File: src/rtl/tun_cross.sv
`default_nettype none

// One cross product component n = p*q - r*s, its magnitude, its sign and
// the square of the magnitude, built from half-width partial products.
module tun_cross #(
    parameter int W = 16
) (
    input  wire logic                 clk,
    input  wire logic                 en,
    input  wire logic signed [W:0]    p,
    input  wire logic signed [W:0]    q,
    input  wire logic signed [W:0]    r,
    input  wire logic signed [W:0]    s,
    output logic [2*W+1:0]            mag,
    output logic                      neg,
    output logic [4*W+3:0]            sq
);

    localparam int PW = 2 * W + 2;
    localparam int MW = 2 * W + 2;
    localparam int H  = W + 1;
    localparam int SQW = 2 * MW;

    logic signed [PW-1:0] prod1_reg, prod2_reg;
    logic signed [PW:0]   diff;
    logic [MW-1:0]        mag_b_next;
    logic [MW-1:0]        mag_b_reg, mag_c_reg, mag_d_reg;
    logic                 neg_b_reg, neg_c_reg, neg_d_reg;
    logic [2*H-1:0]       hh_reg, hl_reg, ll_reg;
    logic [H-1:0]         hi, lo;
    logic [SQW-1:0]       sq_next, sq_reg;

    assign diff = {prod1_reg[PW-1], prod1_reg} - {prod2_reg[PW-1], prod2_reg};
    assign mag_b_next = diff[PW] ? MW'(-diff) : MW'(diff);

    assign hi = mag_b_reg[MW-1:H];
    assign lo = mag_b_reg[H-1:0];

    assign sq_next = (SQW'(hh_reg) << (2 * H)) + (SQW'(hl_reg) << (H + 1)) + SQW'(ll_reg);

    always_ff @(posedge clk)
    begin
        if (en)
        begin
            prod1_reg <= PW'(p) * PW'(q);
            prod2_reg <= PW'(r) * PW'(s);
            mag_b_reg <= mag_b_next;
            neg_b_reg <= diff[PW];
            hh_reg    <= (2*H)'(hi) * (2*H)'(hi);
            hl_reg    <= (2*H)'(hi) * (2*H)'(lo);
            ll_reg    <= (2*H)'(lo) * (2*H)'(lo);
            mag_c_reg <= mag_b_reg;
            neg_c_reg <= neg_b_reg;
            sq_reg    <= sq_next;
            mag_d_reg <= mag_c_reg;
            neg_d_reg <= neg_c_reg;
        end
    end

    assign mag = mag_d_reg;
    assign neg = neg_d_reg;
    assign sq  = sq_reg;

endmodule

`default_nettype wire

File: config.mk
export PLATFORM = sky130hd
export DESIGN_NAME = tun_cross
export DESIGN_NICKNAME = d
export VERILOG_FILES = /design/src/rtl/tun_cross.sv
export SDC_FILE = /design/constraint.sdc
export NUM_CORES = 2
export LEC_CHECK = 0
export BUFFER_PORTS_ARGS = -buffer_cell sky130_fd_sc_hd__buf_2
export CAP_MARGIN = 20
export CORE_MARGIN = 2
export CORE_UTILIZATION = 55
export CTS_BUF_LIST = sky130_fd_sc_hd__clkbuf_16
export DETAILED_ROUTE_END_ITERATION = 7
export GPL_ROUTABILITY_DRIVEN = 0
export HOLD_SLACK_MARGIN = 0.02
export PLACE_DENSITY_LB_ADDON = 0.2
export RECOVER_POWER = 100
export SETUP_SLACK_MARGIN = 0.4
export SLEW_MARGIN = 20
export SYNTH_ARGS = -nofsm -noshare
export SYNTH_HDL_FRONTEND = slang
export SYNTH_SLANG_ARGS = --single-unit
File: constraint.sdc
create_clock -name clk -period 21.4 [get_ports clk]
set_input_delay 4.28 -clock clk [delete_from_list [all_inputs] [get_ports clk]]
set_output_delay 4.28 -clock clk [all_outputs]
set_load 0.01 [all_outputs]
==> results.json <==
{
  "grt_pass1_wl_mm": 237.0,
  "drv_slew": 1383,
  "cts_root_buffer": "clkbuf_16",
  "hold_class": "reg2reg",
  "first_global_vias": 46025,
  "wire_per_inst_um": 18.20,
  "cts_resized": 0,
  "clk_pin_slew_ns": 0.06,
  "drt_iter0_markers": 2406,
  "initial_core_util_pct": 55.67,
  "num-nets-final": 8168,
  "yosys_warnings": 0,
  "seq_area_frac_synth_pct": 16.38,
  "drive_gt1_share_pct": 2.559,
  "tightest_slew_ns": 5.573,
  "detail-route-antenna-nets": 0,
  "routed_via_density": 5.353,
  "synthFlopType": "edfxtp_1",
  "overflow": 0,
  "status": "finished, violations left",
  "ys_seq_elements": 337,
  "endpoint_kind": "flop",
  "grt_max_degree": 105,
  "portBuffers": 171,
  "syn_nets": 8116,
  "clockBufferDepth": 3,
  "fp.dieH_um": 339.1,
  "drc": 0,
  "synth.cell_area_um2": 61780,
  "setup_tns_ns": 0,
  "finClkSkew_ns": 0.03903,
  "pin_count": 173,
  "nFillCells": 9775,
  "final_core_util_pct": 58.58,
  "max_slew_margin_pct": -271.5,
  "setup.worst_path.start_class": "input pin",
  "cts_hold_buffers": 0,
  "cts.sinks": 337,
  "track_usage_pct": 25.97,
  "setup_viol": 0,
  "cts.htree.levels": 2,
  "crit_path_max_fanout": 104,
  "regArea_um2": 10120,
  "die-area_um2": 115000,
  "holdWs_ns": 0.3946,
  "synth_cell_types": 83,
  "post-dp-hpwl_mm": 110.9,
  "largest_reg_flops": 66,
  "routed_wl_mm": 143.0,
  "crit_arrival_ns": 13.17,
  "synthArstFlopShare_pct": 0,
  "cts_setup_buffers": 0,
  "crit_type": "in2reg",
  "drv_cap": 35,
  "first_pass_iters": 5,
  "violations": "max-capacitance violations, max-slew violations",
  "area_growth_pct": 5.233,
  "synth_area_per_cell_um2": 9.826,
  "fp.dieW_um": 339.1,
  "fin_crit_ns": 13.00,
  "fmax_mhz": 76.94,
  "clk_latency_ns": 0.62,
  "core_region_area_um2": 111000,
  "hold_viol_final": 0,
  "tritoncts": "built",
  "num_vias": 42061,
  "rsz0062_at_grt": "no",
  "diodes": 0,
  "pre_cts_ws_ns": 10.36,
  "synth_edf_count": 337,
  "period_share_pct": 60.74,
  "numCtsBuffers": 40,
  "cp.required_ns": 21.57,
  "antenna_found_initial": 8,
  "synth_cells": 6287,
  "post-route-worst-setup-slack_ns": 8.402,
  "multi_input_area_um2": 45190,
  "rows": 122
}
==> kinds of logic after synthesis <==
| group | share of synthesized area [%] |
|---|---|
| buf+inv | 10.43 |
| flops | 16.38 |
| compound gates | 5.853 |
| mux | 0.05266 |
| fa+ha+maj | 50.18 |
| other cells | 0.006070 |
| simple gates | 13.28 |
| xor+xnor | 3.814 |
==> layout make-up <==
type,count,share of cell area [%]
repair buffers,212,1.382
well taps,1488,2.864
multi-input cells,4238,69.51
inverters,1510,8.718
clock buffers,40,1.540
flip-flops and latches,337,15.57
clock inverters,32,0.4176
==> final timing paths <==
| path | start | endpoint | slack [ns] | cells after the start |
|---|---|---|---|---|
| worst max-delay path | en | mag[11] | 8.40 | 3 |
| worst min register to register | mag_c_reg[13] | mag[13] | 0.39 | 0 |
| worst min-delay path | mag_c_reg[13] | mag[13] | 0.39 | 0 |
| worst max register to register | mag_b_reg[25] | hh_reg[32] | 12.06 | 23 |
==> cell usage in the layout (no fill, tap or decap), types with 21 or more instances in the layout <==
cell type / n
xor2_1: 59
and2_1: 502
o21a_1: 24
nand2_1: 677
nor2_1: 171
nor3_1: 44
a21oi_1: 162
or3_1: 21
nand3_1: 48
and2_0: 24
ha_1: 561
o21ai_0: 111
a21o_1: 80
edfxtp_1: 337
clkbuf_16: 40
nor2b_1: 31
clkbuf_1: 142
nand2b_1: 44
xnor2_1: 210
fa_1: 1198
buf_2: 64
and3_1: 21
o21bai_1: 22
inv_1: 1518
==> cell usage after synthesis (59+ instances only) <==
library cell / n / area share [%]
a21o_1: 80 / 0.97
a21oi_1: 162 / 1.3
and2_1: 526 / 5.3
clkbuf_1: 194 / 1.2
edfxtp_1: 337 / 16
fa_1: 1198 / 39
ha_1: 561 / 11
inv_1: 1510 / 9.2
nand2_1: 677 / 4.1
nor2_1: 171 / 1.0
o21ai_0: 108 / 0.87
xnor2_1: 210 / 3.0
xor2_1: 59 / 0.84
==> per-layer routing <==
metal / part of all wire, % / up-vias / track usage (%) / routed length, um
li1: - / 19278 / - / -
met1: 40 / 21375 / 32.28 / 56790
met2: 51 / 1070 / 46.09 / 72990
met3: 4.9 / 338 / 3.237 / 6938
met4: 4.4 / 0 / 10.19 / 6269
met5: 0 / - / 0 / 0
==> metrics by stage <==
step	instances	cell area, um^2
global route	7857	65010
CTS	7857	65320
floorplan	6287	61780
detailed placement	7785	64050
global placement	7785	64050
finish	7857	65010
==> critical path, cell delays in order <==
cell      delay (ns)
clkbuf_1        3.80
clkbuf_1        2.61
clkbuf_1        2.22
Power is left out: the tool's default activity adds up to more than one toggle a clock period on the data nets, which glitch-free logic cannot reach.
