## src/rtl/tun_div.sv

```systemverilog
`default_nettype none

// Pipelined restoring divider for one lane: quot = floor(num * 2^F / den),
// valid when num <= den. One quotient bit per stage.
module tun_div #(
    parameter int DW = 35,
    parameter int F  = 14,
    parameter int PW = 2
) (
    input  wire logic             clk,
    input  wire logic             en,
    input  wire logic [DW-1:0]    num,
    input  wire logic [DW-1:0]    den,
    input  wire logic [PW-1:0]    pass,
    output logic [F:0]            quot,
    output logic [PW-1:0]         pass_out
);

    localparam int RW = DW + 1;

    logic [RW-1:0] rem_reg  [F+1];
    logic [F:0]    q_reg    [F+1];
    logic [DW-1:0] den_reg  [F+1];
    logic [PW-1:0] pass_reg [F+1];

    for (genvar j = 0; j <= F; j++)
    begin : g_stage
        logic [RW-1:0] t, d;
        logic [F:0]    q_in;
        logic [DW-1:0] den_in;
        logic [PW-1:0] pass_in;
        logic          ge;

        if (j == 0)
        begin : g_first
            assign t       = RW'(num);
            assign q_in    = '0;
            assign den_in  = den;
            assign pass_in = pass;
        end
        else
        begin : g_next
            // The remainder stays below the divisor, so doubling it fits.
            assign t       = {rem_reg[j-1][RW-2:0], 1'b0};
            assign q_in    = q_reg[j-1];
            assign den_in  = den_reg[j-1];
            assign pass_in = pass_reg[j-1];
        end

        assign d  = RW'(den_in);
        assign ge = (t >= d);

        always_ff @(posedge clk)
        begin
            if (en)
            begin
                rem_reg[j]  <= ge ? (t - d) : t;
                q_reg[j]    <= {q_in[F-1:0], ge};
                den_reg[j]  <= den_in;
                pass_reg[j] <= pass_in;
            end
        end
    end

    assign quot     = q_reg[F];
    assign pass_out = pass_reg[F];

endmodule

`default_nettype wire

```

## config.mk

```make
export PLATFORM = sky130hd
export DESIGN_NAME = tun_div
export DESIGN_NICKNAME = d
export VERILOG_FILES = /design/src/rtl/tun_div.sv
export SDC_FILE = /design/constraint.sdc
export NUM_CORES = 2
export LEC_CHECK = 0
export BUFFER_PORTS_ARGS = -buffer_cell sky130_fd_sc_hd__clkbuf_2
export CAP_MARGIN = 20
export CORE_MARGIN = 4
export CORE_UTILIZATION = 58
export CTS_CLUSTER_DIAMETER = 60
export DETAILED_ROUTE_END_ITERATION = 7
export PLACE_DENSITY_LB_ADDON = 0.1
export SYNTH_ARGS = -nofsm -noshare
export SYNTH_HDL_FRONTEND = slang
export SYNTH_SLANG_ARGS = --single-unit
```

## constraint.sdc

```tcl
create_clock -name clk -period 11.42 [get_ports clk]
set_clock_uncertainty 0.15 [all_clocks]
set_input_delay 1.142 -clock clk [delete_from_list [all_inputs] [get_ports clk]]
set_output_delay 1.142 -clock clk [all_outputs]
set_load 0.1 [all_outputs]
```

==> impl_results.html <==
<table>
<tr><th>Metric</th><th>Value</th></tr>
<tr><th colspan="2">Power and ir drop</th></tr>
<tr><td>Reg power frac</td><td>32.7%</td></tr>
<tr><td>Lkg Pwr</td><td>roughly 30 nW</td></tr>
<tr><td>Share of power burned in combinational logic</td><td>a little under half</td></tr>
<tr><td>Net Switching</td><td>between 7 and 8 mW</td></tr>
<tr><td>Share of total power consumed by net switching</td><td>37.12%</td></tr>
<tr><td>Relative contribution of the clock network to total power</td><td>between 10% and 20%</td></tr>
<tr><td>Worst vdd rail ir drop</td><td>0.1499 mV</td></tr>
<tr><td>Power density of the placed cells</td><td>about 280 nW/µm²</td></tr>
<tr><td>Internal power component</td><td>~13 mW</td></tr>
<tr><th colspan="2">Synth</th></tr>
<tr><td>Mean Syn Cell Area</td><td>roughly 11 µm²</td></tr>
<tr><td>Post-synth top area cell</td><td>sky130_fd_sc_hd__edfxtp_1</td></tr>
<tr><td>Count of flip-flops with a built-in enable after synthesis</td><td>~1100</td></tr>
<tr><td>Xor-xnor portion of the synthesized cell area</td><td>around 5.7%</td></tr>
<tr><td>Total standard cell area after synthesis</td><td>between 60000 and 70000 µm²</td></tr>
<tr><td>Portion of synthesized cell area occupied by the leading cell type</td><td>about half</td></tr>
<tr><td>Area share of and/or/nand/nor cells after synthesis</td><td>8.928%</td></tr>
<tr><td>Part of the Yosys area used for sequential elements</td><td>50.64%</td></tr>
<tr><td>Netlist cell types</td><td>86</td></tr>
<tr><td>Combinational family with the most area after synthesis</td><td>compound AO/OA/AOI/OAI gates</td></tr>
<tr><td>Yosys warnings</td><td>0</td></tr>
<tr><td>Post-synthesis instance total</td><td>roughly 6000</td></tr>
<tr><td>Post-synth ARST share</td><td>0%</td></tr>
<tr><td>Synth Flop Type</td><td>sky130_fd_sc_hd__edfxtp_1</td></tr>
<tr><td>Multiplexer fraction of the synthesized cell area</td><td>roughly 4.7%</td></tr>
<tr><td>Main area contributors after synthesis</td><td>sky130_fd_sc_hd__edfxtp_1 51%, sky130_fd_sc_hd__ha_1 9.8%, sky130_fd_sc_hd__mux2_2 4.0%, sky130_fd_sc_hd__a21oi_1 3.8%, sky130_fd_sc_hd__inv_1 3.5%</td></tr>
<tr><td>Compound-Gate Fraction of Synth Area</td><td>between 10% and 20%</td></tr>
<tr><td>Adder-cell share of the synthesized area</td><td>10.20%</td></tr>
<tr><td>Number of synthesized register bits</td><td>roughly 1100</td></tr>
<tr><td>Number of nets produced by synthesis</td><td>~6700</td></tr>
<tr><th colspan="2">Timing</th></tr>
<tr><td>Total negative setup slack</td><td>0 ps</td></tr>
<tr><td>Min Tclk post-route</td><td>around 5000 ps</td></tr>
<tr><td>Worst max-slew margin expressed relative to the limit</td><td>a little under 30%</td></tr>
<tr><td>Share of the clock period used by the worst path after layout</td><td>a little over two fifths</td></tr>
<tr><td>Highest clock rate</td><td>between 200 and 250 MHz</td></tr>
<tr><td>Worst slew pin tran</td><td>around 1000 ps</td></tr>
<tr><td>Total count of max-transition violations in the final report</td><td>0</td></tr>
<tr><td>Unrepaired setup endpoints after global routing</td><td>false</td></tr>
<tr><td>Hold violation total from the final report</td><td>0</td></tr>
<tr><td>Number of failing setup endpoints in the final timing report</td><td>0</td></tr>
<tr><th colspan="2">GRT</th></tr>
<tr><td>Combined global-route utilization of all metal layers</td><td>a little under a quarter</td></tr>
<tr><td>First-pass GRT wire length</td><td>~230 mm</td></tr>
<tr><td>Vias in the first global route</td><td>46440</td></tr>
<tr><td>Overflow left after global routing</td><td>0</td></tr>
<tr><td>Maximum number of pins on one net before global-route repair</td><td>around 180</td></tr>
<tr><td>Number of antenna violations at the first check in global routing</td><td>1</td></tr>
<tr><th colspan="2">Job</th></tr>
<tr><td>Max-Cap Viols</td><td>0</td></tr>
<tr><th colspan="2">Floorplan</th></tr>
<tr><td>Die footprint</td><td>roughly 120000 µm²</td></tr>
<tr><td>Boundary Pins</td><td>91</td></tr>
<tr><td>Die width</td><td>roughly 350 µm</td></tr>
<tr><td>Die H</td><td>about 350 µm</td></tr>
<tr><td>Floorplan row count</td><td>between 100 and 150</td></tr>
<tr><td>Placeable core region</td><td>114500 µm²</td></tr>
<tr><td>Initial core utilization</td><td>roughly three fifths</td></tr>
<tr><th colspan="2">Clock network</th></tr>
<tr><td>Buffers inserted by post-CTS timing repair</td><td>0</td></tr>
<tr><td>Number of sinks driven by the clock tree</td><td>~1100</td></tr>
<tr><td>Clock latency on the worst-skew pair</td><td>roughly 740 ps</td></tr>
<tr><td>H-tree depth</td><td>4</td></tr>
<tr><td>Post_cts resized</td><td>0</td></tr>
<tr><td>Master cell of the clock root buffer</td><td>sky130_fd_sc_hd__clkbuf_16</td></tr>
<tr><td>Hold buffers post-CTS</td><td>0</td></tr>
<tr><td>TritonCTS clock tree</td><td>built</td></tr>
<tr><td>Reg clk slew, reported paths</td><td>approximately 60 ps</td></tr>
<tr><td>Clock buffer depth</td><td>3</td></tr>
<tr><td>TritonCTS buffer count</td><td>around 140</td></tr>
<tr><th colspan="2">Setup path</th></tr>
<tr><td>Critical register-to-register path endpoint</td><td>rem_reg[0][37]$_DFFE_PP_</td></tr>
<tr><td>Critical-path maximum fanout</td><td>65</td></tr>
<tr><td>Combined buffer and inverter count along the critical path</td><td>1</td></tr>
<tr><td>Total stage count of the critical path</td><td>11</td></tr>
<tr><td>FF-to-FF path depth</td><td>11</td></tr>
<tr><td>Critical Path Sink</td><td>rem_reg[0][37]$_DFFE_PP_</td></tr>
<tr><td>Required time reported for the critical path endpoint</td><td>about 12000 ps</td></tr>
<tr><td>Reg2Reg Launch Point</td><td>rem_reg[0][0]$_DFFE_PP_</td></tr>
<tr><td>Slowest cell on crit path</td><td>sky130_fd_sc_hd__a2111oi_0</td></tr>
<tr><td>Category of the worst setup path launch point</td><td>flop</td></tr>
<tr><td>Largest delay share family, worst path</td><td>compound AO/OA/AOI/OAI gates</td></tr>
<tr><td>Delay of the slowest critical-path stage</td><td>approximately 960 ps</td></tr>
<tr><td>Data arrival time of the critical path</td><td>roughly 5300 ps</td></tr>
<tr><td>Critical Path Source</td><td>rem_reg[0][0]$_DFFE_PP_</td></tr>
<tr><td>FF-to-FF setup slack</td><td>6460 ps</td></tr>
<tr><td>Worst setup path category</td><td>reg -&gt; reg</td></tr>
<tr><td>CP Capture Type</td><td>flop</td></tr>
<tr><td>Cell-by-cell listing of the critical path</td><td>fa_1 &gt; a211oi_1 &gt; nor2_1 &gt; o21ai_1 &gt; o21ai_1 &gt; a2111oi_0 &gt; nor2_1 &gt; o211a_1 &gt; a211oi_4 &gt; buf_4 &gt; mux2_2</td></tr>
<tr><th colspan="2">Routing</th></tr>
<tr><td>Via total after detailed routing</td><td>44960</td></tr>
<tr><td>Initial DRC count</td><td>1773</td></tr>
<tr><td>Remaining DRCs</td><td>0</td></tr>
<tr><td>Remaining antenna violation count</td><td>0</td></tr>
<tr><td>Final WL</td><td>between 100 and 150 mm</td></tr>
<tr><td>Vias per std cell</td><td>~5.8</td></tr>
<tr><td>WL per Instance</td><td>roughly 18 µm</td></tr>
<tr><td>First-pass DRT Iterations</td><td>6</td></tr>
<tr><th colspan="2">Place</th></tr>
<tr><td>Placement-stage cell area</td><td>between 60000 and 70000 µm²</td></tr>
<tr><td>HPWL Detailed</td><td>approximately 110 mm</td></tr>
<tr><td># port buffers</td><td>90</td></tr>
<tr><td>Final Wtd Congestion</td><td>just under 1</td></tr>
<tr><th colspan="2">Final layout</th></tr>
<tr><td>Layout cell share with drive strength beyond 1</td><td>9.879%</td></tr>
<tr><td>Fin util</td><td>64.08%</td></tr>
<tr><td>Final Instance Area</td><td>around 73000 µm²</td></tr>
<tr><td>Final-stage net count</td><td>6763</td></tr>
<tr><td>ANT cells</td><td>0</td></tr>
<tr><td>Number of fill cells</td><td>9003</td></tr>
<tr><td>Commonest non-fill, non-tap cell in the layout</td><td>sky130_fd_sc_hd__edfxtp_1</td></tr>
<tr><td>Most frequent cells in the layout</td><td>1130 x sky130_fd_sc_hd__edfxtp_1, 622 x sky130_fd_sc_hd__inv_1, 524 x sky130_fd_sc_hd__ha_1, 503 x sky130_fd_sc_hd__a21oi_1, 404 x sky130_fd_sc_hd__nand2_1</td></tr>
<tr><td>Layout overhead on the synthesized area</td><td>9.499%</td></tr>
<tr><th colspan="2">Min path</th></tr>
<tr><td>Worst min path class</td><td>reg -&gt; reg</td></tr>
<tr><td>Hold Path Depth</td><td>0</td></tr>
<tr><th colspan="2">Outcome</th></tr>
<tr><td>Result of the run</td><td>finished, final reports clean</td></tr>
</table>
## final cells by class
| cell class | instances | area (µm²) | area share, % |
|---|---|---|---|
| Clock buffer | 163 | 3547 | 4.835 |
| Clock inverter | 81 | 754.5 | 1.028 |
| Multi-Input combinational cell | 4133 | 30130 | 41.06 |
| Tap cell | 1512 | 1892 | 2.578 |
| Sequential cell | 1130 | 33930 | 46.25 |
| Inverter | 623 | 2338 | 3.187 |
| Timing Repair Buffer | 126 | 778.2 | 1.061 |
## worst min-delay path by stage
stage                             start                   endpoint  slack [ps]
3_5_place_dp   pass_reg[0][9]$_DFFE_PP_  pass_reg[0][11]$_DFFE_PP_         250
5_1_grt          q_reg[1][15]$_DFFE_PP_     q_reg[1][31]$_DFFE_PP_         260
4_1_cts          q_reg[1][81]$_DFFE_PP_     q_reg[1][97]$_DFFE_PP_         260
6_report         q_reg[1][81]$_DFFE_PP_     q_reg[1][97]$_DFFE_PP_         260
2_1_floorplan  pass_reg[0][8]$_DFFE_PP_  pass_reg[0][10]$_DFFE_PP_         250
3_3_place_gp     q_reg[1][82]$_DFFE_PP_     q_reg[1][98]$_DFFE_PP_         250
## worst reg2reg max path, cell delays in order, from the launching register on
cell	delay, ps
sky130_fd_sc_hd__edfxtp_1	440
sky130_fd_sc_hd__fa_1	500
sky130_fd_sc_hd__a211oi_1	270
sky130_fd_sc_hd__nor2_1	120
sky130_fd_sc_hd__o21ai_1	270
sky130_fd_sc_hd__o21ai_1	190
sky130_fd_sc_hd__a2111oi_0	960
sky130_fd_sc_hd__nor2_1	290
sky130_fd_sc_hd__o211a_1	330
sky130_fd_sc_hd__a211oi_4	200
sky130_fd_sc_hd__buf_4	540
sky130_fd_sc_hd__mux2_2	450
## Yosys cell counts (all sizes together) (21+ instances only)
library cell,number
nor2,325
o21bai,49
buf,40
nor2b,63
a31oi,60
inv,622
a21oi,504
o21a,45
nor3,70
xnor2,265
edfxtp,1130
nand2,404
nand2b,51
nand4,97
nand3,83
a21o,307
ha,524
and3,50
clkbuf,128
and2,22
a211oi,46
o21ai,369
xor2,169
o31ai,29
mux2,273
o211ai,21
## stage by stage
stage | instances | power, mW | setup WS (ps) | hold WS [ps]
finish | 7768 | 20.79 | 6461 | 255.6
global route | 7768 | 22.27 | 6154 | 259.6
CTS | 7767 | 20.87 | 6481 | 256.4
detailed placement | 7523 | 16.64 | 6419 | 254.5
global placement | 7523 | 16.50 | 6455 | 250.3
floorplan | 6054 | 14.39 | 7335 | 250.3
## layer usage
layer  global-route usage, %  vias up  share of wire (%)
met5                       0        -                  0
met3                   2.862      458                2.8
met4                   14.00        0                6.5
li1                        -    22440                  -
met2                   45.49      913                 55
met1                   22.25    21150                 36
## cells by family (layout without fill, tap and decap cells)
| logic type | Yosys count | in the layout |
|---|---|---|
| compound gates | 1620 | 1620 |
| flops | 1130 | 1130 |
| buf+inv | 791 | 993 |
| simple gates | 1262 | 1262 |
| mux | 279 | 279 |
| xor+xnor | 434 | 434 |
| fa+ha+maj | 538 | 538 |
## power groups by stage
stage,combinational [mW],clock (mW),sequential (mW)
2_1_floorplan,7.71,0,6.68
3_3_place_gp,9.65,0,6.85
3_5_place_dp,9.77,0,6.86
4_1_cts,9.86,4.21,6.79
5_1_grt,11.0,4.41,6.90
6_report,9.88,4.11,6.80
No activity file was read; power rests on OpenSTA's default activity.
